==> src/sv/bsa_pkg.sv <==
`default_nettype none

package bsa_pkg;

   localparam int NUM_PROCESSES = 5;
   localparam int NUM_RESOURCES = 3;
   localparam int UNIT_WIDTH    = 8;

   // resource types carried by the registers and input fields
   localparam int FIELD_RES      = 3;
   localparam int OP_WIDTH       = 2;
   localparam int PROCESS_WIDTH  = 3;
   localparam int AMOUNT_WIDTH   = 8;
   localparam int TOTAL_WIDTH    = 8;
   localparam int STATUS_WIDTH   = 2;

   localparam int CSR_ADDR_WIDTH = 4;
   localparam int CSR_DATA_WIDTH = 32;
   localparam int REG_IDX_WIDTH  = CSR_ADDR_WIDTH - 2;

   localparam int PROC_IDX_WIDTH = $clog2(NUM_PROCESSES);
   // avail plus every held count, the tentative row up to twice a unit
   localparam int WORK_WIDTH     = UNIT_WIDTH + $clog2(2 * NUM_PROCESSES + 1);

   localparam logic [OP_WIDTH-1:0] OP_INIT    = 2'd0;
   localparam logic [OP_WIDTH-1:0] OP_LOAD    = 2'd1;
   localparam logic [OP_WIDTH-1:0] OP_REQUEST = 2'd2;
   localparam logic [OP_WIDTH-1:0] OP_UNUSED  = 2'd3;

   localparam logic [STATUS_WIDTH-1:0] STAT_OK          = 2'd0;
   localparam logic [STATUS_WIDTH-1:0] STAT_OVER_NEED   = 2'd1;
   localparam logic [STATUS_WIDTH-1:0] STAT_OVER_AVAIL  = 2'd2;
   localparam logic [STATUS_WIDTH-1:0] STAT_UNSAFE      = 2'd3;

   localparam logic [REG_IDX_WIDTH-1:0] REG_TOTAL_RES0 = 2'd0;
   localparam logic [REG_IDX_WIDTH-1:0] REG_TOTAL_RES1 = 2'd1;
   localparam logic [REG_IDX_WIDTH-1:0] REG_TOTAL_RES2 = 2'd2;

   typedef logic [UNIT_WIDTH-1:0]     unit_type;
   typedef logic [UNIT_WIDTH:0]       wide_unit_type;
   typedef logic [WORK_WIDTH-1:0]     work_type;
   typedef logic [PROC_IDX_WIDTH-1:0] proc_idx_type;

   typedef unit_type      [NUM_RESOURCES-1:0] row_type;
   typedef wide_unit_type [NUM_RESOURCES-1:0] wide_row_type;
   typedef work_type      [NUM_RESOURCES-1:0] work_row_type;

   typedef logic [FIELD_RES-1:0][TOTAL_WIDTH-1:0]  totals_type;
   typedef logic [FIELD_RES-1:0][AMOUNT_WIDTH-1:0] amounts_type;

   typedef struct packed {
      logic capture;
      logic do_init;
      logic do_load;
      logic search_start;
      logic search_step;
      logic commit;
   } cmd_type;

   typedef struct packed {
      logic [OP_WIDTH-1:0] op;
      logic                in_range;
      logic                over_need;
      logic                over_avail;
      logic                search_done;
      logic                search_safe;
   } stat_type;

endpackage

`default_nettype wire

==> src/sv/bsa_csr.sv <==
`default_nettype none

module bsa_csr import bsa_pkg::*; (
   input  wire logic                      clock,
   input  wire logic                      reset,
   input  wire logic                      psel,
   input  wire logic                      penable,
   input  wire logic                      pwrite,
   input  wire logic [CSR_ADDR_WIDTH-1:0] paddr,
   input  wire logic [CSR_DATA_WIDTH-1:0] pwdata,
   output logic      [CSR_DATA_WIDTH-1:0] prdata,
   output logic                           pready,
   output totals_type                     totals
);

   totals_type               total_ff;
   totals_type               total_in;
   logic                     wr_en;
   logic [REG_IDX_WIDTH-1:0] reg_idx;

   assign pready  = 1'b1;
   assign wr_en   = psel && penable && pwrite;
   assign reg_idx = paddr[CSR_ADDR_WIDTH-1:2];
   assign totals  = total_ff;

   always_comb begin
      total_in = total_ff;
      prdata   = '0;
      unique case (reg_idx)
         REG_TOTAL_RES0: begin
            if (wr_en) total_in[0] = pwdata[TOTAL_WIDTH-1:0];
            prdata = CSR_DATA_WIDTH'(total_ff[0]);
         end
         REG_TOTAL_RES1: begin
            if (wr_en) total_in[1] = pwdata[TOTAL_WIDTH-1:0];
            prdata = CSR_DATA_WIDTH'(total_ff[1]);
         end
         REG_TOTAL_RES2: begin
            if (wr_en) total_in[2] = pwdata[TOTAL_WIDTH-1:0];
            prdata = CSR_DATA_WIDTH'(total_ff[2]);
         end
         default: begin
         end
      endcase
   end

   always_ff @(posedge clock) begin
      if (reset) begin
         total_ff <= '0;
      end else begin
         total_ff <= total_in;
      end
   end

endmodule

`default_nettype wire

==> config.mk <==
export PLATFORM = sky130hd
export DESIGN_NAME = bsa_csr
export DESIGN_NICKNAME = d
export VERILOG_FILES = /design/src/sv/bsa_pkg.sv /design/src/sv/bsa_csr.sv
export SDC_FILE = /design/constraint.sdc
export NUM_CORES = 1
export LEC_CHECK = 0
export BUFFER_PORTS_ARGS = -buffer_cell sky130_fd_sc_hd__clkbuf_2
export CAP_MARGIN = 30
export CORE_UTILIZATION = 30
export CTS_CLUSTER_DIAMETER = 200
export DETAILED_ROUTE_END_ITERATION = 16
export GPL_TIMING_DRIVEN = 0
export MAX_ROUTING_LAYER = met4
export PLACE_DENSITY = 0.73
export SLEW_MARGIN = 20
export SYNTH_ARGS = -nofsm -noshare
export SYNTH_HDL_FRONTEND = slang
export SYNTH_SLANG_ARGS = --single-unit
==> constraint.sdc <==
create_clock -name clock -period 1.15 [get_ports clock]
set_clock_uncertainty 0.15 [all_clocks]
set_input_delay 0.0575 -clock clock [delete_from_list [all_inputs] [get_ports clock]]
set_output_delay 0.0575 -clock clock [all_outputs]
set_load 0.005 [all_outputs]
==> flow_metrics.py <==
metrics = {
    "global_routing": {
        "grt_pass1_wl_mm": 5.492,
        "grt_max_degree": 14,
        "grt_usage": 0.1469,
        "grt_pass1_vias": 1143,
        "overflow": 0,
        "antenna_found_initial": 0,
    },
    "floorplanning": {
        "ioPinCount": 98,
        "die_x_microns": 69.80,
        "coreArea_sq_um": 4384,
        "num_rows": 24,
        "start_util": 0.3145,
        "die_height_microns": 69.80,
        "die-area_sq_um": 4871,
    },
    "layout": {
        "nNetsFinal": 279,
        "diodes": 0,
        "syn_to_final_growth_pct": 44.37,
        "instances_no_fill": 289,
        "fin_area_sq_um": 1991,
        "final_common_cell": "clkbuf_2",
        "mostFrequentLayoutCells": "41 x clkbuf_2, 37 x buf_4, 32 x mux2i_1, 32 x nand2b_1, 25 x conb_1",
        "drive_gt1_frac": 0.4599,
        "largest_register_ffs": 24,
    },
    "route": {
        "vias_per_cell": 4.170,
        "wire_per_inst_microns": 11.79,
        "route.met3.wl_microns": 197,
        "via_count": 1205,
        "dr_wl_met2_mm": 1.569,
        "dr.max_layer_used": "met4",
        "dr.pass1.iters": 3,
        "wl_met1_mm": 1.607,
        "detail-route-antenna-nets": 0,
        "drcViolationCount": 0,
        "drt-initial-drc-count": 27,
        "wl_mm": 3.407,
    },
    "sta": {
        "min_period_over_period": 1.027,
        "finalHoldViolCount": 0,
        "slew_viol_final": 0,
        "setup_viol": 3,
        "worst_slack_ns": -0.03147,
        "fin_hold_ws_ns": 0.01890,
        "finalCriticalPeriod_ns": 1.181,
        "max_freq_mhz": 846.4,
        "max_slew_margin": 0.5812,
        "rsz0062_at_grt": "yes",
        "worst_pin_slew_ns": 0.6254,
    },
    "logic_synthesis": {
        "syn_inst": 146,
        "ys_ff_latch": 24,
        "ys_seq_area_frac": 0.3485,
        "ys_warn_count": 0,
        "syn_avg_cell_area_sq_um": 9.444,
        "synth_cell_types": 17,
        "syn_area_sq_um": 1379,
    },
    "placed_design": {
        "dp_hpwl_mm": 2.428,
        "gp_congestion": 0.7363,
        "dp_slack_ns": -0.2604,
        "dp.cells": 267,
        "placed_cell_area_sq_um": 1760,
        "port_buffers": 46,
    },
    "worst_setup_path": {
        "cp-end-kind": "output port",
        "path_class": "reg -> out",
        "critPathMaxFanout": 2,
        "required_ns": 0.94,
        "crit_path_start_kind": "flip-flop",
        "crit_arrival_ns": 0.97,
    },
    "cts": {
        "cts_buffers": 3,
        "path_clk_slew_ns": 0.09,
        "clock-sinks": 24,
        "tritoncts": "done",
        "root_buffer": "clkbuf_8",
        "cts_buffer_depth": 2,
        "h-tree-depth": 1,
        "clock_latency_ns": 0.26,
    },
    "worst_hold_path": {
        "hp-class": "in -> reg",
    },
    "job": {
        "drv_cap": 0,
    },
    "outcome": {
        "status": "finished, violations left",
        "failed_checks": "negative setup slack",
    },
    "pwr": {
        "ir_drop_mv": 0.5275,
        "powerDensity_nw_per_um2": 857.6,
        "p_leak_uw": 0.001078,
    },
}
-- per-layer routing --
layer,GRT usage,vias to the layer above
li1,-,621
met1,0.1834,533
met2,0.2457,47
met3,0.02907,4
met4,0.03111,0
met5,-,-
-- timing repair --
item | 4_1_cts | 5_1_grt
hold endpoints to repair | 24 | 0
gates cloned | 0 | 0
setup buffers | 6 | 4
hold buffers | 8 | 0
pin swaps | 1 | 5
setup endpoints to repair | 8 | 13
resized for setup | 18 | 9
-- path summary, 6_finish.rpt --
path	slack [ns]	cells after the start	startpoint	to
hold reg to reg	0.33	2	totals[13]	totals[13]
hold / removal	0.02	3	reset	totals[13]
setup reg to reg	0.27	3	totals[2]	totals[2]
setup / recovery	-0.03	3	totals[9]	prdata[1]
-- synthesized netlist by cell type (all sizes together) --
cell type	n	area, sq um
conb	2	7.510
nand2b	32	200.2
buf	30	224.0
o21ai	8	40.04
dfxtp	24	480.5
and2b	1	7.510
nand3	1	10.01
nor3b	2	20.02
clkbuf	3	11.26
or3b	1	8.760
or3	1	6.260
nand2	8	30.03
nand4	1	12.51
mux2i	32	320.3
-- cell type report --
cell class / count / area, sq um
Tap cell: 52 / 65.06
Multi-Input combinational cell: 112 / 749.5
Clock buffer: 4 / 55.05
Sequential cell: 24 / 500.5
Fill cell: 452 / 2394
Buffer: 33 / 235.2
Timing Repair Buffer: 64 / 385.4
-- metrics by stage --
step,util,setup TNS (ns),power (uW)
after global routing,0.4541,-0.6867,1792
after detailed placement,0.4015,-3.051,1111
final,0.4541,-0.08514,1707
after CTS,0.4472,-0.1956,1708
after floorplan,-,0,1038
after global placement,0.4015,-2.722,1110
-- worst max-delay path, stage by stage (launching register included) --
cell	delay (ns)
dfxtp_2	0.34
mux2i_1	0.15
o21ai_1	0.09
buf_2	0.14
-- report_power, final --
group	leakage (uW)	internal (uW)	switching (uW)
clock	0.0000288	306	279
sequential	0.000202	842	7.64
combinational	0.000848	154	119
-- logic make-up after synthesis --
| group | after synthesis | synth area share |
|---|---|---|
| simple gates | 47 | 0.2142 |
| buf+inv | 33 | 0.1706 |
| compound gates | 8 | 0.02904 |
| flops | 24 | 0.3485 |
| mux | 32 | 0.2323 |
| other cells | 2 | 0.005447 |
Note: power is estimated with default switching activity, not from simulation.
