[config.mk]
export PLATFORM = sky130hd
export DESIGN_NAME = bsa_dpath
export DESIGN_NICKNAME = d
export VERILOG_FILES = /design/src/sv/bsa_pkg.sv /design/src/sv/bsa_dpath.sv
export SDC_FILE = /design/constraint.sdc
export NUM_CORES = 1
export LEC_CHECK = 0
export ABC_AREA = 1
export BUFFER_PORTS_ARGS = -buffer_cell sky130_fd_sc_hd__buf_2
export CAP_MARGIN = 40
export CORE_ASPECT_RATIO = 1.2
export CORE_UTILIZATION = 30
export CTS_CLUSTER_DIAMETER = 120
export DETAILED_ROUTE_END_ITERATION = 6
export HOLD_SLACK_MARGIN = 0.08
export MAX_ROUTING_LAYER = met4
export PLACE_DENSITY_LB_ADDON = 0.1
export SYNTH_ARGS = -nofsm -noshare
export SYNTH_HDL_FRONTEND = slang
export SYNTH_SLANG_ARGS = --single-unit
[constraint.sdc]
create_clock -name clock -period 3.1 [get_ports clock]
set_input_delay 0 -clock clock [delete_from_list [all_inputs] [get_ports clock]]
set_output_delay 0 -clock clock [all_outputs]
set_load 0.05 [all_outputs]
[src/sv/bsa_pkg.sv]
`default_nettype none

package bsa_pkg;

   localparam int NUM_PROCESSES = 5;
   localparam int NUM_RESOURCES = 3;
   localparam int UNIT_WIDTH    = 8;

   // resource types carried by the registers and input fields
   localparam int FIELD_RES      = 3;
   localparam int OP_WIDTH       = 2;
   localparam int PROCESS_WIDTH  = 3;
   localparam int AMOUNT_WIDTH   = 8;
   localparam int TOTAL_WIDTH    = 8;
   localparam int STATUS_WIDTH   = 2;

   localparam int CSR_ADDR_WIDTH = 4;
   localparam int CSR_DATA_WIDTH = 32;
   localparam int REG_IDX_WIDTH  = CSR_ADDR_WIDTH - 2;

   localparam int PROC_IDX_WIDTH = $clog2(NUM_PROCESSES);
   // avail plus every held count, the tentative row up to twice a unit
   localparam int WORK_WIDTH     = UNIT_WIDTH + $clog2(2 * NUM_PROCESSES + 1);

   localparam logic [OP_WIDTH-1:0] OP_INIT    = 2'd0;
   localparam logic [OP_WIDTH-1:0] OP_LOAD    = 2'd1;
   localparam logic [OP_WIDTH-1:0] OP_REQUEST = 2'd2;
   localparam logic [OP_WIDTH-1:0] OP_UNUSED  = 2'd3;

   localparam logic [STATUS_WIDTH-1:0] STAT_OK          = 2'd0;
   localparam logic [STATUS_WIDTH-1:0] STAT_OVER_NEED   = 2'd1;
   localparam logic [STATUS_WIDTH-1:0] STAT_OVER_AVAIL  = 2'd2;
   localparam logic [STATUS_WIDTH-1:0] STAT_UNSAFE      = 2'd3;

   localparam logic [REG_IDX_WIDTH-1:0] REG_TOTAL_RES0 = 2'd0;
   localparam logic [REG_IDX_WIDTH-1:0] REG_TOTAL_RES1 = 2'd1;
   localparam logic [REG_IDX_WIDTH-1:0] REG_TOTAL_RES2 = 2'd2;

   typedef logic [UNIT_WIDTH-1:0]     unit_type;
   typedef logic [UNIT_WIDTH:0]       wide_unit_type;
   typedef logic [WORK_WIDTH-1:0]     work_type;
   typedef logic [PROC_IDX_WIDTH-1:0] proc_idx_type;

   typedef unit_type      [NUM_RESOURCES-1:0] row_type;
   typedef wide_unit_type [NUM_RESOURCES-1:0] wide_row_type;
   typedef work_type      [NUM_RESOURCES-1:0] work_row_type;

   typedef logic [FIELD_RES-1:0][TOTAL_WIDTH-1:0]  totals_type;
   typedef logic [FIELD_RES-1:0][AMOUNT_WIDTH-1:0] amounts_type;

   typedef struct packed {
      logic capture;
      logic do_init;
      logic do_load;
      logic search_start;
      logic search_step;
      logic commit;
   } cmd_type;

   typedef struct packed {
      logic [OP_WIDTH-1:0] op;
      logic                in_range;
      logic                over_need;
      logic                over_avail;
      logic                search_done;
      logic                search_safe;
   } stat_type;

endpackage

`default_nettype wire

[src/sv/bsa_dpath.sv]
`default_nettype none

module bsa_dpath import bsa_pkg::*; (
   input  wire logic                     clock,
   input  wire logic                     reset,
   input  wire logic [OP_WIDTH-1:0]      operation,
   input  wire logic [PROCESS_WIDTH-1:0] process,
   input  wire amounts_type              amounts,
   input  wire totals_type               totals,
   input  wire cmd_type                  cmd,
   output stat_type                      st
);

   row_type [NUM_PROCESSES-1:0] held_ff, held_in;
   row_type [NUM_PROCESSES-1:0] need_ff, need_in;
   row_type                     avail_ff, avail_in;

   logic [OP_WIDTH-1:0]      op_ff;
   logic [PROCESS_WIDTH-1:0] proc_ff;
   row_type                  amt_ff;
   row_type                  amt_sel;
   row_type                  total_sel;

   wide_row_type             tent_held_ff, tent_held_in;
   row_type                  tent_need_ff, tent_need_in;
   work_row_type             work_ff, work_in;
   work_row_type             work_add;
   logic [NUM_PROCESSES-1:0] done_ff, done_in, done_next;
   logic                     progress_ff, progress_in, progress_next;
   proc_idx_type             row_ff, row_in;

   logic         in_range;
   proc_idx_type proc_idx;
   proc_idx_type row_sel;
   row_type      rd_held, rd_need;
   row_type      eff_need;
   wide_row_type eff_held;
   logic         is_proc_row;
   logic         fits, take, last_row;
   logic         over_need, over_avail;

   // resource types past the field count read as zero
   for (genvar r = 0; r < NUM_RESOURCES; r++) begin : g_res
      if (r < FIELD_RES) begin : g_field
         assign amt_sel[r]   = UNIT_WIDTH'(amounts[r]);
         assign total_sel[r] = UNIT_WIDTH'(totals[r]);
      end else begin : g_zero
         assign amt_sel[r]   = '0;
         assign total_sel[r] = '0;
      end
   end

   assign in_range = (32'(proc_ff) < 32'(NUM_PROCESSES));
   assign proc_idx = in_range ? PROC_IDX_WIDTH'(proc_ff) : '0;
   assign row_sel  = cmd.search_step ? row_ff : proc_idx;
   assign rd_held  = held_ff[row_sel];
   assign rd_need  = need_ff[row_sel];

   assign is_proc_row = (row_ff == proc_idx);
   assign last_row    = (row_ff == PROC_IDX_WIDTH'(NUM_PROCESSES - 1));

   always_comb begin
      over_need  = 1'b0;
      over_avail = 1'b0;
      fits       = 1'b1;
      for (int r = 0; r < NUM_RESOURCES; r++) begin
         if (amt_ff[r] > rd_need[r]) over_need = 1'b1;
         if (amt_ff[r] > avail_ff[r]) over_avail = 1'b1;
         // the requesting process is seen with its tentative row
         eff_need[r] = is_proc_row ? tent_need_ff[r] : rd_need[r];
         eff_held[r] = is_proc_row ? tent_held_ff[r] : {1'b0, rd_held[r]};
         if (WORK_WIDTH'(eff_need[r]) > work_ff[r]) fits = 1'b0;
         work_add[r] = work_ff[r] + WORK_WIDTH'(eff_held[r]);
      end
      take               = !done_ff[row_ff] && fits;
      done_next          = done_ff;
      done_next[row_ff]  = done_ff[row_ff] | take;
      progress_next      = progress_ff | take;
   end

   always_comb begin
      st.op          = op_ff;
      st.in_range    = in_range;
      st.over_need   = over_need;
      st.over_avail  = over_avail;
      // a pass with no progress ends the search, as does all done
      st.search_done = last_row && ((&done_next) || !progress_next);
      st.search_safe = &done_next;
   end

   always_comb begin
      avail_in     = avail_ff;
      held_in      = held_ff;
      need_in      = need_ff;
      tent_held_in = tent_held_ff;
      tent_need_in = tent_need_ff;
      work_in      = work_ff;
      done_in      = done_ff;
      progress_in  = progress_ff;
      row_in       = row_ff;

      if (cmd.do_init) begin
         avail_in = total_sel;
         held_in  = '0;
         need_in  = '0;
      end
      if (cmd.do_load) begin
         need_in[proc_idx] = amt_ff;
      end
      if (cmd.search_start) begin
         for (int r = 0; r < NUM_RESOURCES; r++) begin
            work_in[r]      = WORK_WIDTH'(avail_ff[r] - amt_ff[r]);
            tent_held_in[r] = {1'b0, rd_held[r]} + {1'b0, amt_ff[r]};
            tent_need_in[r] = rd_need[r] - amt_ff[r];
         end
         done_in     = '0;
         progress_in = 1'b0;
         row_in      = '0;
      end
      if (cmd.search_step) begin
         if (take) work_in = work_add;
         done_in = done_next;
         if (last_row) begin
            row_in      = '0;
            progress_in = 1'b0;
         end else begin
            row_in      = row_ff + 1'b1;
            progress_in = progress_next;
         end
      end
      if (cmd.commit) begin
         for (int r = 0; r < NUM_RESOURCES; r++) begin
            avail_in[r]          = avail_ff[r] - amt_ff[r];
            held_in[proc_idx][r] = tent_held_ff[r][UNIT_WIDTH-1:0];
            need_in[proc_idx][r] = tent_need_ff[r];
         end
      end
   end

   always_ff @(posedge clock) begin
      if (reset) begin
         avail_ff    <= '0;
         held_ff     <= '0;
         need_ff     <= '0;
         done_ff     <= '0;
         progress_ff <= 1'b0;
         row_ff      <= '0;
      end else begin
         avail_ff    <= avail_in;
         held_ff     <= held_in;
         need_ff     <= need_in;
         done_ff     <= done_in;
         progress_ff <= progress_in;
         row_ff      <= row_in;
      end
      if (cmd.capture) begin
         op_ff   <= operation;
         proc_ff <= process;
         amt_ff  <= amt_sel;
      end
      tent_held_ff <= tent_held_in;
      tent_need_ff <= tent_need_in;
      work_ff      <= work_in;
   end

endmodule

`default_nettype wire

==> impl_metrics.toml <==
[status]
status = "finished with violations"
violations = "setup timing"

[finish]
drive_gt1_share_pct = 24.1
antenna_cells = 0
final_nets = 3710
areaGrowthSynthToFinish_pct = 38.0
fin_cells = 4559
final_util_pct = 42.0

[place]
hpwl_um = 60900
place_congestion = 0.911
placed_cells = 4288
pre_cts_slack_ns = -0.762
numPortBuffers = 67

[global_routing]
antenna_found_initial = 0
grt_overflow = 0
first_global_vias = 22654
grtUsageTotal_pct = 24.1
grt_max_degree = 115
grt_pass1_wl_um = 138000

[cts]
cts_tree = "done"
root_buffer = "clkbuf_16"
clock_path_buffers = 3
numCtsBuffers = 47
cts_sinks = 389
cts_htree_levels = 2
insertion_delay_ns = 0.61
clk_pin_slew_worst_paths_ns = 0.06

[critical_path]
slowest_delay_ns = 0.43
cp-start-kind = "register"
cp_slowest_cell = "edfxtp_1"
cp.arrival_ns = 4.09
rrSetupSlack_ns = -0.65
end_kind = "output pin"
required_ns = 3.10
ff2ff_path_depth = 29
crit_top_cell = "nand2_1"
path_max_fanout = 7
criticalPathCategory = "register to output pin"

[synthesis]
netlist_area_um2 = 22900
syn_inst = 3140
synth.distinct_cells = 45
syn_nets = 3338
synth_seq_cells = 389
yosys_warnings = 0
syn_area_per_cell_um2 = 7.30
ys_seq_area_share_pct = 37.5

[timing]
period_minus_slack_ns = 4.09
fin_ws_ns = -0.989
worstMarginPinSlew_ns = 0.817
finalMaxSlewViolations = 0
final_hold_viol_count = 0
relSlewSlack_pct = 45.5
finClkSkew_ns = 0.0276
tns_ns = -30.48
grt_setup_unrepaired = "yes"
finalSetupViolations = 71
max_freq_mhz = 245
min_period_over_period_pct = 132

[die]
io_pins = 68
die_x_um = 254
rows = 110
core_area_um2 = 75300
initial_utilization_pct = 30.4
die_h_um = 305
die_area_um2 = 77500

[detailed_routing]
ant_nets = 0
vias_per_cell = 5.11
drcViolationCount = 0
dr.pass1.iters = 5
wl_per_cell_um = 20.5
vias = 23306
wirelength_um = 93500
drt-initial-drc-count = 1699

[min_path]
hp-class = "input pin to register"
min_delay_path_depth = 2

[pwr]
netSwitchingPower_mw = 7.77
p_per_area_nw_per_um2 = 666
pwr-share-clk_pct = 27.4
internal-power_mw = 13.3
swShare_pct = 36.9
power_mw = 21.1
p_comb_share_pct = 41.4
seq_power_share_pct = 31.2
p_leak_nw = 13.8
worst_ir_drop_vdd_v = 0.000390

[run]
cap_violations = 0
-- routing by layer --
layer | vias up | routed length, um | track usage (%)
met5 | - | 0 | -
met4 | 0 | 3560 | 9.12
li1 | 11331 | - | -
met2 | 603 | 44300 | 38.4
met3 | 153 | 4380 | 2.75
met1 | 11219 | 41300 | 31.1
-- synthesized netlist by cell type (all sizes together) --
cell type	number	area [um^2]
nand3b	5	37.5
nand2	554	2080
nor3	8	40.0
a31oi	21	131
clkbuf	133	499
a22oi	1	7.51
edfxtp	80	2400
xnor2	20	175
and3	3	18.8
o22ai	2	12.5
ha	125	1560
fa	12	240
nand3	335	1690
a32oi	1	8.76
o221ai	7	61.3
o21a	7	52.6
a21o	9	67.6
inv	377	1420
o2111ai	3	26.3
dfxtp	309	6190
buf	73	394
a211oi	2	15.0
nor2	126	478
nand4	6	37.5
o211ai	79	618
o21bai	4	30.0
mux2	24	270
o21ai	441	2270
a21oi	308	1550
xor2	53	464
or2	12	75.1
-- state kept, by name, indices dropped and copies added (netlist names) --
| signal | flops |
|---|---|
| avail_ff | 24 |
| row_ff | 3 |
| work_ff | 36 |
| tent_held_ff | 27 |
| progress_ff | 1 |
| need_ff | 120 |
| done_ff | 5 |
| tent_need_ff | 24 |
| op_ff | 2 |
| amt_ff | 24 |
| held_ff | 120 |
| proc_ff | 3 |
-- power groups by stage --
stage	logic, mW	clock network [mW]	registers (mW)
after floorplan	4.00	0	6.30
after global placement	6.55	0	6.57
after detailed placement	6.62	0	6.58
after CTS	7.95	5.91	6.54
after global routing	9.52	6.10	6.64
final	8.71	5.77	6.57
-- kinds of logic (layout without fill, tap and decap cells) --
logic type / Yosys count / after routing / synth area share [%]
mux: 24 / 24 / 1.18
fa+ha+maj: 137 / 137 / 7.87
simple gates: 1049 / 1049 / 19.5
buf+inv: 583 / 994 / 10.1
flops: 389 / 389 / 37.5
compound gates: 885 / 885 / 21.1
xor+xnor: 73 / 73 / 2.79
-- per-stage QoR --
stage	hold WS [ns]	instance area, um^2
finish	0.108	31600
global route	0.0976	31600
CTS	0.0804	30500
detailed placement	0.178	26000
global placement	0.176	26000
floorplan	0.0989	22900
-- timing repair --
item | 4_1_cts | 5_1_grt
gates cloned | 10 | 8
pin swaps | 67 | 101
buffers inserted | 55 | 32
endpoints found under the hold margin | 125 | 0
resized for setup | 300 | 188
hold buffers | 88 | 0
endpoints found under the setup margin | 67 | 76
-- worst max-delay path, delay by kind of cell, from the launching register on --
kind                     cells  cell delay, ns
AO/OA/AOI/OAI                5            0.67
buffers and inverters        8            0.99
adder cells (fa/ha/maj)      1            0.22
flip-flops                   1            0.43
AND/OR/NAND/NOR             14            1.17
-- final timing paths --
path                               endpoint        start
worst min register to register  held_ff[11]  held_ff[11]
worst max-delay path                  st[1]   proc_ff[2]
worst max register to register  work_ff[10]   proc_ff[2]
worst min-delay path              amt_ff[3]   amounts[3]
-- cell type report --
cell class,instances,area [um^2]
Tap cell,1008,1260
Timing Repair Buffer,529,5110
Inverter,377,1460
Fill cell,7622,43600
Sequential cell,389,8590
Multi-Input combinational cell,2168,13600
Clock buffer,66,1310
Clock inverter,22,270
-- placed cells by master (no fill, tap or decap), types with 32 or more instances in the layout --
| cell | count |
|---|---|
| xor2_1 | 48 |
| dlygate4sd3_1 | 88 |
| nand3_2 | 36 |
| nor2_1 | 110 |
| a21oi_1 | 251 |
| nand3_1 | 296 |
| ha_4 | 34 |
| buf_4 | 267 |
| ha_1 | 86 |
| nand2_1 | 507 |
| inv_1 | 352 |
| a21oi_2 | 54 |
| o21ai_1 | 50 |
| buf_2 | 61 |
| clkbuf_16 | 54 |
| o21ai_0 | 341 |
| buf_12 | 32 |
| o21ai_2 | 44 |
| buf_6 | 53 |
| nand2_2 | 33 |
| o211ai_1 | 74 |
| edfxtp_1 | 80 |
| dfxtp_1 | 309 |
No activity file was read; power rests on OpenSTA's default activity.
