## config.mk

```make
export PLATFORM = sky130hd
export DESIGN_NAME = bsa_ctrl
export DESIGN_NICKNAME = d
export VERILOG_FILES = /design/src/sv/bsa_pkg.sv /design/src/sv/bsa_ctrl.sv
export SDC_FILE = /design/constraint.sdc
export NUM_CORES = 1
export LEC_CHECK = 0
export BUFFER_PORTS_ARGS = -buffer_cell sky130_fd_sc_hd__clkbuf_2
export CORE_MARGIN = 5
export CORE_UTILIZATION = 40
export CTS_CLUSTER_DIAMETER = 200
export DETAILED_ROUTE_END_ITERATION = 7
export PLACE_DENSITY = 0.68
export SLEW_MARGIN = 15
export SYNTH_ARGS = -nofsm -noshare
export SYNTH_HDL_FRONTEND = slang
export SYNTH_SLANG_ARGS = --single-unit
```

## constraint.sdc

```tcl
create_clock -name clock -period 3.01 [get_ports clock]
set_clock_uncertainty 0.2 [all_clocks]
set_input_delay 0.4515 -clock clock [delete_from_list [all_inputs] [get_ports clock]]
set_output_delay 0.4515 -clock clock [all_outputs]
set_load 0.02 [all_outputs]
```

## src/sv/bsa_pkg.sv

```systemverilog
`default_nettype none

package bsa_pkg;

   localparam int NUM_PROCESSES = 5;
   localparam int NUM_RESOURCES = 3;
   localparam int UNIT_WIDTH    = 8;

   // resource types carried by the registers and input fields
   localparam int FIELD_RES      = 3;
   localparam int OP_WIDTH       = 2;
   localparam int PROCESS_WIDTH  = 3;
   localparam int AMOUNT_WIDTH   = 8;
   localparam int TOTAL_WIDTH    = 8;
   localparam int STATUS_WIDTH   = 2;

   localparam int CSR_ADDR_WIDTH = 4;
   localparam int CSR_DATA_WIDTH = 32;
   localparam int REG_IDX_WIDTH  = CSR_ADDR_WIDTH - 2;

   localparam int PROC_IDX_WIDTH = $clog2(NUM_PROCESSES);
   // avail plus every held count, the tentative row up to twice a unit
   localparam int WORK_WIDTH     = UNIT_WIDTH + $clog2(2 * NUM_PROCESSES + 1);

   localparam logic [OP_WIDTH-1:0] OP_INIT    = 2'd0;
   localparam logic [OP_WIDTH-1:0] OP_LOAD    = 2'd1;
   localparam logic [OP_WIDTH-1:0] OP_REQUEST = 2'd2;
   localparam logic [OP_WIDTH-1:0] OP_UNUSED  = 2'd3;

   localparam logic [STATUS_WIDTH-1:0] STAT_OK          = 2'd0;
   localparam logic [STATUS_WIDTH-1:0] STAT_OVER_NEED   = 2'd1;
   localparam logic [STATUS_WIDTH-1:0] STAT_OVER_AVAIL  = 2'd2;
   localparam logic [STATUS_WIDTH-1:0] STAT_UNSAFE      = 2'd3;

   localparam logic [REG_IDX_WIDTH-1:0] REG_TOTAL_RES0 = 2'd0;
   localparam logic [REG_IDX_WIDTH-1:0] REG_TOTAL_RES1 = 2'd1;
   localparam logic [REG_IDX_WIDTH-1:0] REG_TOTAL_RES2 = 2'd2;

   typedef logic [UNIT_WIDTH-1:0]     unit_type;
   typedef logic [UNIT_WIDTH:0]       wide_unit_type;
   typedef logic [WORK_WIDTH-1:0]     work_type;
   typedef logic [PROC_IDX_WIDTH-1:0] proc_idx_type;

   typedef unit_type      [NUM_RESOURCES-1:0] row_type;
   typedef wide_unit_type [NUM_RESOURCES-1:0] wide_row_type;
   typedef work_type      [NUM_RESOURCES-1:0] work_row_type;

   typedef logic [FIELD_RES-1:0][TOTAL_WIDTH-1:0]  totals_type;
   typedef logic [FIELD_RES-1:0][AMOUNT_WIDTH-1:0] amounts_type;

   typedef struct packed {
      logic capture;
      logic do_init;
      logic do_load;
      logic search_start;
      logic search_step;
      logic commit;
   } cmd_type;

   typedef struct packed {
      logic [OP_WIDTH-1:0] op;
      logic                in_range;
      logic                over_need;
      logic                over_avail;
      logic                search_done;
      logic                search_safe;
   } stat_type;

endpackage

`default_nettype wire

```

## src/sv/bsa_ctrl.sv

```systemverilog
`default_nettype none

module bsa_ctrl import bsa_pkg::*; (
   input  wire logic                     clock,
   input  wire logic                     reset,
   input  wire logic                     req_valid,
   output logic                          req_ready,
   output logic                          rsp_valid,
   input  wire logic                     rsp_ready,
   output logic                          rsp_granted,
   output logic     [STATUS_WIDTH-1:0]   rsp_status,
   output cmd_type                       cmd,
   input  wire stat_type                 st
);

   localparam logic [1:0] S_IDLE   = 2'd0;
   localparam logic [1:0] S_CHECK  = 2'd1;
   localparam logic [1:0] S_SEARCH = 2'd2;
   localparam logic [1:0] S_FINISH = 2'd3;

   logic [1:0]              state_ff, state_in;
   logic                    pend_granted_ff, pend_granted_in;
   logic [STATUS_WIDTH-1:0] pend_status_ff, pend_status_in;
   logic                    rsp_valid_ff, rsp_valid_in;
   logic                    rsp_granted_ff, rsp_granted_in;
   logic [STATUS_WIDTH-1:0] rsp_status_ff, rsp_status_in;

   assign req_ready   = (state_ff == S_IDLE);
   assign rsp_valid   = rsp_valid_ff;
   assign rsp_granted = rsp_granted_ff;
   assign rsp_status  = rsp_status_ff;

   always_comb begin
      cmd             = '0;
      state_in        = state_ff;
      pend_granted_in = pend_granted_ff;
      pend_status_in  = pend_status_ff;
      rsp_valid_in    = rsp_valid_ff && !rsp_ready;
      rsp_granted_in  = rsp_granted_ff;
      rsp_status_in   = rsp_status_ff;

      unique case (state_ff)
         S_IDLE: begin
            if (req_valid) begin
               cmd.capture = 1'b1;
               state_in    = S_CHECK;
            end
         end
         S_CHECK: begin
            state_in        = S_FINISH;
            pend_granted_in = 1'b0;
            pend_status_in  = STAT_OK;
            unique case (st.op)
               OP_INIT: begin
                  cmd.do_init     = 1'b1;
                  pend_granted_in = 1'b1;
               end
               OP_LOAD: begin
                  if (st.in_range) begin
                     cmd.do_load     = 1'b1;
                     pend_granted_in = 1'b1;
                  end else begin
                     pend_status_in = STAT_OVER_NEED;
                  end
               end
               OP_REQUEST: begin
                  if (!st.in_range || st.over_need) begin
                     pend_status_in = STAT_OVER_NEED;
                  end else if (st.over_avail) begin
                     pend_status_in = STAT_OVER_AVAIL;
                  end else begin
                     cmd.search_start = 1'b1;
                     state_in         = S_SEARCH;
                  end
               end
               OP_UNUSED: begin
               end
               default: begin
               end
            endcase
         end
         S_SEARCH: begin
            cmd.search_step = 1'b1;
            if (st.search_done) begin
               state_in = S_FINISH;
               if (st.search_safe) begin
                  cmd.commit      = 1'b1;
                  pend_granted_in = 1'b1;
                  pend_status_in  = STAT_OK;
               end else begin
                  pend_granted_in = 1'b0;
                  pend_status_in  = STAT_UNSAFE;
               end
            end
         end
         S_FINISH: begin
            // wait for the output register to free up
            if (!rsp_valid_ff || rsp_ready) begin
               rsp_valid_in   = 1'b1;
               rsp_granted_in = pend_granted_ff;
               rsp_status_in  = pend_status_ff;
               state_in       = S_IDLE;
            end
         end
         default: begin
            state_in = S_IDLE;
         end
      endcase
   end

   always_ff @(posedge clock) begin
      if (reset) begin
         state_ff     <= S_IDLE;
         rsp_valid_ff <= 1'b0;
      end else begin
         state_ff     <= state_in;
         rsp_valid_ff <= rsp_valid_in;
      end
      pend_granted_ff <= pend_granted_in;
      pend_status_ff  <= pend_status_in;
      rsp_granted_ff  <= rsp_granted_in;
      rsp_status_ff   <= rsp_status_in;
   end

endmodule

`default_nettype wire

```

==> results.md, run 1 <==
- Ant. Diodes: 0
- Fmax: between 400 and 500 MHz
- Critical path's largest stage delay: 0.42 ns
- DRT Wirelength: 946 µm
- Core ar.: around 1300 µm²
- CTS root buf: clkbuf_4
- Seq/Total Area, Yosys: 43.9%
- M1 WL: 435 µm
- Max-Cap Viols: 0
- First-pass GRT wire length: 1.53 mm
- GRT overflow: 0
- Final Critical Period: 2.12 ns
- Rows: 13
- CP Launch Type: flip-flop
- Dpl hpwl: 824 µm
- Nets@finish: between 90 and 100
- Seq cells post-synth: 9
- Max Root-Sink Buffers: 2
- DRC: 0
- Final period util: 70.5%
- HP Class: in2reg
- I/O Pins: 22
- Avg Cell Area, Syn: 10.3 µm²
- Setup_tns: 0 ns
- CP Max Fanout: 7
- Vias in the first global route: 389
- Synthesis-to-finish area growth: 27.7%
- Vias: 445
- Die Height: approximately 47 µm
- CTS tree: built
- Setup crit end kind: output port
- Buf+Inv Stages, Crit Path: 2
- Placed cell areas: 671 µm²
- Leakage power: 0.356 nW
- Netlist Area Pre-Place: 547 µm²
- DRT antenna net count: 0
- CTS H-tree depth: 1
- Syn_nets: 72
- Status: complete, no violations
- Post-Synthesis Cells: 53
- DR WL met2: 419 µm
- Setup bufs post-CTS: 0
- CP Data Arrival Time: 1.47 ns
- Post-CTS Hold Fix Bufs: 0
- Cell family with most CP delay: flip-flops
- Die W: 47.0 µm
- GP Congestion: ~0.75
- Share of layout cells above drive strength 1: 34.6%
- Initial Util: a little over two fifths
- Slew @ Worst Pin: ~0.49 ns
- Max IR drop VDD: 300 µV
- Full die area: between 2000 and 2500 µm²
- Fill cells: 129
- Resized cells post-CTS: 0
- Initial antenna violation count: 0
- Post-route cell area: between 600 and 700 µm²
- Drt pass-1 iters: 4
- Slowest cell on the critical path: dfxtp_1
- Clock sinks: 9
- P per Cell Area: 764 nW/µm²
- Yosys cell types: 24
- Top layer in use: met4
- Total GRT Usage: a little under 10%
- PnR Total Power: about 0.53 mW
- Starting DRT DRC Count: 14
- DR vias/cell: roughly 4.8
- Port buffer count: 21
- Wire per inst: 10.2 µm
- Req. time, crit path: 2.36 ns
- RSZ-0062 raised after global routing: no
- Slew Limit Headroom: just under 70%
- Routed wl met3: 73 µm
- Clk_lat worst skew: 0.25 ns
- Endpoints failing setup: 0
- Slew Limit Fails: 0
- Final hold viol count: 0
- Yosys warning count: 0
- Cts bufs inserted: 3
- Largest net degree at the start of global routing: 8
- Worst path cell trace: inv_1 -> ha_1 -> and3_2 -> clkbuf_2
- Critical path class: reg2out
- Clock transition at the registers of the reported paths: approximately 0.060 ns
[per-stage QoR]
stage / hold slack, ns / setup WS, ns / std cells / utilization (%)
after floorplan: 0.200 / 1.01 / 53 / -
after global placement: 0.202 / 1.03 / 89 / 51.5
after detailed placement: 0.205 / 1.02 / 89 / 51.5
after CTS: 0.182 / 0.878 / 93 / 53.7
after global routing: 0.189 / 0.799 / 93 / 53.7
final: 0.191 / 0.889 / 93 / 53.7
[synthesized netlist by cell type]
| library cell | count | area [µm²] |
|---|---|---|
| a21boi_0 | 1 | 7.51 |
| a21oi_1 | 1 | 5.00 |
| a222oi_1 | 1 | 10.0 |
| and2_1 | 2 | 12.5 |
| and3_1 | 1 | 6.26 |
| and3_2 | 1 | 7.51 |
| and4b_1 | 1 | 10.0 |
| dfxtp_1 | 3 | 60.1 |
| edfxtp_1 | 6 | 180 |
| ha_1 | 8 | 100 |
| inv_1 | 7 | 26.3 |
| mux2_2 | 1 | 11.3 |
| mux2i_1 | 1 | 10.0 |
| nand2_1 | 1 | 3.75 |
| nand2b_1 | 1 | 6.26 |
| nand3b_1 | 1 | 7.51 |
| nor2_1 | 7 | 26.3 |
| nor2b_1 | 2 | 12.5 |
| nor3_1 | 1 | 5.00 |
| nor3b_1 | 1 | 7.51 |
| nor4_1 | 1 | 6.26 |
| o21ai_0 | 2 | 10.0 |
| o31ai_1 | 1 | 7.51 |
| or2b_1 | 1 | 7.51 |
[report_power, final]
part	internal, mW	leakage (nW)	total (mW)	switching, mW
sequential	0.184	0.0808	0.206	0.0217
clock	0.0488	0.0177	0.0889	0.0401
combinational	0.0998	0.257	0.239	0.139
[flip-flops by register name, summed over array words and instances (netlist names)]
| register | count |
|---|---|
| pend_status_ff | 2 |
| state_ff | 2 |
| pend_granted_ff | 1 |
| rsp_valid | 1 |
| rsp_granted | 1 |
| rsp_status | 2 |
[final timing paths]
path,start,cells after the start,end,slack [ns]
min reg2reg,pend_status_ff[1],0,rsp_status[1],0.22
max,state_ff[0],4,cmd[0],0.89
min,reset,2,rsp_valid,0.19
max reg2reg,state_ff[0],5,state_ff[0],1.01
[cells by family (layout without fill, tap and decap cells)]
kind of cell / Yosys count / count (layout) / share of synthesized area, %
compound gates: 6 / 6 / 7.32
fa+ha+maj: 8 / 8 / 18.3
buf+inv: 7 / 32 / 4.81
flops: 9 / 9 / 43.9
mux: 2 / 2 / 3.89
simple gates: 21 / 21 / 21.7
[cell usage in the layout, fill, tap and decap left out, types with 2 or more instances in the layout]
cell	instances
nor2b_1	2
clkbuf_4	3
and2_1	2
ha_1	8
inv_1	7
clkbuf_2	21
edfxtp_1	6
nor2_1	7
dfxtp_1	3
o21ai_0	2
[layer usage]
| layer | GRT usage (%) | vias up |
|---|---|---|
| met1 | 11.2 | 193 |
| met3 | 3.07 | 2 |
| met5 | 0 | - |
| met2 | 16.0 | 16 |
| li1 | - | 234 |
| met4 | 6.63 | 0 |
[layout make-up]
type                       instances  area, µm²  share of cell area [%]
clock buffer                       3       22.5                    3.23
timing repair buffer              21        105                    15.1
tap                               15       18.8                    2.69
multi-input combinational         37        280                    40.1
clock inverter                     1       5.00                   0.717
sequential                         9        240                    34.4
inverter                           7       26.3                    3.76
[worst register-to-register path, stage by stage, from the launching register on]
cell and delay, ns:
dfxtp_1 0.42, inv_1 0.11, ha_1 0.29, a222oi_1 0.54, and4b_1 0.27, nor4_1 0.05
(Power assumes the default switching activity.)
==> run 2, diff against run 1 <==
==> constraint.sdc (replaced) <==
create_clock -name clock -period 2.22 [get_ports clock]
set_clock_uncertainty 0.2 [all_clocks]
set_input_delay 0.333 -clock clock [delete_from_list [all_inputs] [get_ports clock]]
set_output_delay 0.333 -clock clock [all_outputs]
set_load 0.02 [all_outputs]
==> results.md, run 2 (synthesized netlist as in run 1, its figures left out) <==
- CTS root buf: clkbuf_4
- GP Congestion: 0.811 (+8.0%)
- Post-route cell area: 698 µm² (unchanged)
- FF/Latch Area: 240 µm² (unchanged)
- Clock transition at the registers of the reported paths: 0.06 ns (about the same)
- HP Class: in2reg
- Ant. Diodes: 0 (unchanged)
- Core ar.: 1300 µm² (unchanged)
- Setup_tns: 0 ns (unchanged)
- Max IR drop VDD: 459 µV (+53%)
- P_int: 0.449 mW (+35%)
- Initial Util: 42.0% (unchanged)
- Clk_lat worst skew: 0.25 ns (about the same)
- DR vias/cell: 4.68 (-2.2%)
- Dpl hpwl: 825 µm (about the same)
- Final period util: about 88%
- Die W: 47.0 µm (unchanged)
- Req. time, crit path: 1.69 ns (-0.67 ns)
- Flop-to-flop setup slack: 0.28 ns (-0.73 ns)
- Share of layout cells above drive strength 1: 34.6% (unchanged)
- Synthesis-to-finish area growth: 27.7% (unchanged)
- Die Height: 47.0 µm (unchanged)
- Rows: 13 (unchanged)
- Full die area: 2210 µm² (unchanged)
- Total GRT Usage: 8.82% (-1.1 points)
- Port buffer count: 21 (unchanged)
- Buf+Inv Stages, Crit Path: 2 (unchanged)
- Setup crit end kind: output port
- Hold WS: 0.0724 ns (-0.119 ns)
- Worst path cell trace: inv_1 -> ha_1 -> and3_2 -> clkbuf_2
- Max-Cap Viols: 0 (unchanged)
- Fmax: roughly 500 MHz
- Drt pass-1 iters: 4 (unchanged)
- Area of the multi-input gates: 280 µm² (unchanged)
- Fill cells: 131 (+1.6%)
- Resized cells post-CTS: 0 (unchanged)
- Combinational share of power: 44.0% (-0.8 points)
- Cts bufs inserted: 3 (unchanged)
- CTS H-tree depth: 1 (unchanged)
- Final hold viol count: 0 (unchanged)
- CTS tree: built
- DRC: 0 (unchanged)
- Cell family with most CP delay: flip-flops
- Most frequent cells in the layout: 21 x clkbuf_2, 8 x ha_1, 7 x inv_1, 7 x nor2_1, 6 x edfxtp_1
- Clock sinks: 9 (unchanged)
- Placed cell areas: 671 µm² (unchanged)
- Vias in the first global route: 394 (+1.3%)
- Nets@finish: 98 (unchanged)
- DRT Wirelength: 935 µm (-1.2%)
- Max Root-Sink Buffers: 2 (unchanged)
- DRT antenna net count: 0 (unchanged)
- Slowest cell on the critical path: dfxtp_1
- RSZ-0062 raised after global routing: no
- Wire per inst: 10.1 µm (-1.2%)
- P per Cell Area: 1030 nW/µm² (+35%)
- GRT overflow: 0 (unchanged)
- Slew Limit Fails: 0 (unchanged)
- Sw Share: 37.5% (-0.21 points)
- Most common cell after layout, fill and taps aside: clkbuf_2
- Starting DRT DRC Count: 4 (-10)
- Net Sw Power: 0.269 mW (+34%)
- CP Launch Type: flip-flop
- Slew @ Worst Pin: 0.479 ns (-0.0121 ns)
- Clock network power share: 17.1% (+0.4 points)
- Pre-CTS WS: 0.259 ns (-0.758 ns)
- Final Non-Filler Cells: 93 (unchanged)
- I/O Pins: 22 (unchanged)
- First-pass GRT wire length: 1.42 mm (-7.2%)
- Endpoints failing setup: 0 (unchanged)
- Largest net degree at the start of global routing: 8 (unchanged)
- Status: complete, no violations
- CP Data Arrival Time: 1.43 ns (-0.04 ns)
- Cells after DPL: 89 (unchanged)
- Leakage power: 0.356 nW (unchanged)
- Slack of the critical path: 0.256 ns (-0.632 ns)
- Register share of total power: 38.9% (+0.4 points)
- Post-CTS Hold Fix Bufs: 0 (unchanged)
- Vias: 435 (-2.2%)
- Final Critical Period: between 1.5 and 2 ns
- Initial antenna violation count: 0 (unchanged)
- Critical path's largest stage delay: 0.41 ns (about the same)
- Setup bufs post-CTS: 0 (unchanged)
- Slew Limit Headroom: 68.1% (+0.81 points)
- CP Max Fanout: 7 (unchanged)
- Critical path class: reg2out
run 2: cell counts in the layout (fill, tap and decap cells not counted):
Identical to the previous run, type by type.
run 2: power by group through the flow:
| stage | registers, mW | logic, mW | clock network (mW) |
|---|---|---|---|
| detailed placement | 0.285 | 0.322 | 0 |
| global placement | 0.281 | 0.323 | 0 |
| floorplan | 0.287 | 0.232 | 0 |
| global route | 0.287 | 0.355 | 0.136 |
| CTS | 0.280 | 0.324 | 0.129 |
| finish | 0.280 | 0.316 | 0.122 |
run 2: worst paths after layout:
path | start | end | cells after the start
worst max-delay path | state_ff[0] | cmd[0] | 4
worst min register to register | pend_granted_ff | rsp_granted | 0
worst max register to register | state_ff[0] | state_ff[0] | 5
worst min-delay path | reset | rsp_valid | 2
run 2: layout make-up:
class	count	area share (%)
tap	15	2.69
clock inverter	1	0.717
timing repair buffer	21	15.1
sequential	9	34.4
inverter	7	3.76
multi-input combinational	37	40.1
clock buffer	3	3.23
run 2: metrics by stage:
stage | total power [mW] | utilization, %
after detailed placement | 0.607 | 51.5
after global routing | 0.778 | 53.7
after CTS | 0.733 | 53.7
final | 0.718 | 53.7
after global placement | 0.604 | 51.5
after floorplan | 0.519 | -
run 2: routing by layer:
metal / share of wire (%) / vias to the layer above / GRT usage, %
li1: - / 232 / -
met1: 46 / 183 / 11.6
met2: 45 / 20 / 13.6
met3: 8.6 / 0 / 1.53
met4: 0 / 0 / 4.97
met5: 0 / - / 0
==> run 3, diff against run 2 <==
--- a/config.mk
+++ b/config.mk
@@ -8,6 +8,7 @@
 export BUFFER_PORTS_ARGS = -buffer_cell sky130_fd_sc_hd__clkbuf_2
 export CORE_MARGIN = 5
 export CORE_UTILIZATION = 40
+export CTS_BUF_LIST = sky130_fd_sc_hd__clkbuf_2
 export CTS_CLUSTER_DIAMETER = 200
 export DETAILED_ROUTE_END_ITERATION = 7
 export PLACE_DENSITY = 0.68
==> results.md, run 3 (synthesized netlist as in run 1, its figures left out) <==
- Status: complete, no violations
- Synthesis-to-finish area growth: 26.3%
- Core ar.: 1300 µm² (unchanged)
- Flop-to-flop setup slack: 0.28 ns (about the same)
- Slowest cell on the critical path: dfxtp_1
- Slew Limit Fails: 0 (unchanged)
- Endpoints failing setup: 0 (unchanged)
- RSZ-0062 raised after global routing: no
- Most common cell after layout, fill and taps aside: clkbuf_2
- Most frequent cells in the layout: 24 x clkbuf_2, 8 x ha_1, 7 x inv_1, 7 x nor2_1, 6 x edfxtp_1
- First-pass GRT wire length: 1.41 mm (-0.49%)
- Clock transition at the registers of the reported paths: 0.09 ns (+0.03 ns)
- Vias: 435 (unchanged)
- Hold path endpoint: rsp_valid
- Req. time, crit path: 1.69 ns (about the same)
- Final period util: 88.1% (-0.36 points)
- Rows: 13 (unchanged)
- Net Sw Power: 0.269 mW (+0.12%)
- Hold_sp: reset
- Die W: 47.0 µm (unchanged)
- Port buffer count: 21 (unchanged)
- Clock network power share: 14.1% (-3.0 points)
- Vias in the first global route: 391 (-0.76%)
- Max-Cap Viols: 0 (unchanged)
- Initial antenna violation count: 0 (unchanged)
- Setup crit end kind: output port
- PnR Total Power: 0.692 mW (-3.6%)
- Sw Share: 38.9% (+1.4 points)
- Setup_tns: 0 ns (unchanged)
- CTS root buf: clkbuf_2
- Critical path's largest stage delay: 0.42 ns (about the same)
- Critical R2R Capture: state_ff[0]
- Final Critical Period: 1.96 ns (-0.00790 ns)
- Full die area: 2210 µm² (unchanged)
- RR Startpoint: state_ff[0]
- Worst Reg-to-Reg Cells: 5 (unchanged)
- Wire per inst: 10.1 µm (unchanged)
- Starting DRT DRC Count: 4 (unchanged)
- Final hold viol count: 0 (unchanged)
- DRT antenna net count: 0 (unchanged)
- Hold depth: 2 (unchanged)
- Worst path cell trace: inv_1 -> ha_1 -> and3_2 -> clkbuf_2
- CTS H-tree depth: 1 (unchanged)
- Initial Util: 42.0% (unchanged)
- Slack of the critical path: 0.264 ns (+0.00790 ns)
- Cell family with most CP delay: flip-flops
- GRT overflow: 0 (unchanged)
- DR vias/cell: 4.68 (unchanged)
- Critical path class: reg2out
- Fill cells: 133 (+1.5%)
- CP startpoint: state_ff[0]
- Die Height: 47.0 µm (unchanged)
- Dpl hpwl: 825 µm (unchanged)
- Cts bufs inserted: 3 (unchanged)
- I/O Pins: 22 (unchanged)
- Nets@finish: 98 (unchanged)
- Clk_lat worst skew: 0.24 ns (about the same)
- Register share of total power: 40.3% (+1.4 points)
- Max Root-Sink Buffers: 2 (unchanged)
- Largest net degree at the start of global routing: 8 (unchanged)
- Slew Limit Headroom: 68.1% (unchanged)
- Combinational share of power: 45.6% (+1.6 points)
- Leakage power: 0.354 nW (-0.38%)
- DRT Wirelength: 935 µm (unchanged)
- P per Cell Area: 1000 nW/µm² (-2.5%)
- Drt pass-1 iters: 4 (unchanged)
- CP Data Arrival Time: 1.42 ns (about the same)
- Resized cells post-CTS: 0 (unchanged)
- P_int: 0.423 mW (-5.8%)
- Buf+Inv Stages, Crit Path: 2 (unchanged)
- Slew @ Worst Pin: 0.479 ns (unchanged)
- Clock sinks: 9 (unchanged)
- CP Max Fanout: 7 (unchanged)
- Share of layout cells above drive strength 1: 34.6% (unchanged)
- CTS tree: built
- Total GRT Usage: 8.82% (unchanged)
- Fmax: 511 MHz (+0.40%)
- Pre-CTS WS: 0.259 ns (unchanged)
- HP Class: in2reg
- DRC: 0 (unchanged)
- Ant. Diodes: 0 (unchanged)
- Max IR drop VDD: 458 µV (-0.23%)
- CP Launch Type: flip-flop
- Setup bufs post-CTS: 0 (unchanged)
- Post-CTS Hold Fix Bufs: 0 (unchanged)
- GP Congestion: 0.811 (unchanged)
==> run 3: cell counts in the layout (fill, tap and decap cells not counted) <==
No cell type changed its count.
==> run 3: area by class of cell <==
type / count / area, µm² / share of cell area, %
timing repair buffer: 21 / 105 / 15.2
clock inverter: 1 / 5.00 / 0.725
clock buffer: 3 / 15.0 / 2.17
sequential: 9 / 240 / 34.8
inverter: 7 / 26.3 / 3.80
multi-input combinational: 37 / 280 / 40.6
tap: 15 / 18.8 / 2.72
==> run 3: metrics by stage <==
step | instances | util [%] | hold WS [ns] | instance area [µm²]
floorplan | 53 | - | 0.200 | 547
global placement | 89 | 51.5 | 0.203 | 671
detailed placement | 89 | 51.5 | 0.205 | 671
CTS | 93 | 53.1 | 0.0687 | 691
global route | 93 | 53.1 | 0.0785 | 691
finish | 93 | 53.1 | 0.0847 | 691
==> run 3: routing by layer <==
layer,GRT usage (%),up-vias,share of wire (%)
li1,-,232,-
met1,11.6,183,46
met2,13.6,20,45
met3,1.53,0,8.6
met4,4.97,0,0
met5,0,-,0
==> run 3: power groups by stage <==
| stage | clock network [mW] | logic (mW) | registers (mW) |
|---|---|---|---|
| after floorplan | 0 | 0.232 | 0.287 |
| after global placement | 0 | 0.323 | 0.281 |
| after detailed placement | 0 | 0.322 | 0.285 |
| after CTS | 0.103 | 0.324 | 0.280 |
| after global routing | 0.110 | 0.355 | 0.286 |
| final | 0.0973 | 0.316 | 0.279 |
==> run 3: how the worst max path moves through the flow <==
stage	endpoint	cells past startpoint	slack (ns)
floorplan	state_ff[0]	5	0.32
global placement	state_ff[0]	5	0.31
detailed placement	state_ff[0]	5	0.26
global route	state_ff[0]	5	0.11
CTS	cmd[0]	4	0.22
finish	cmd[0]	4	0.26
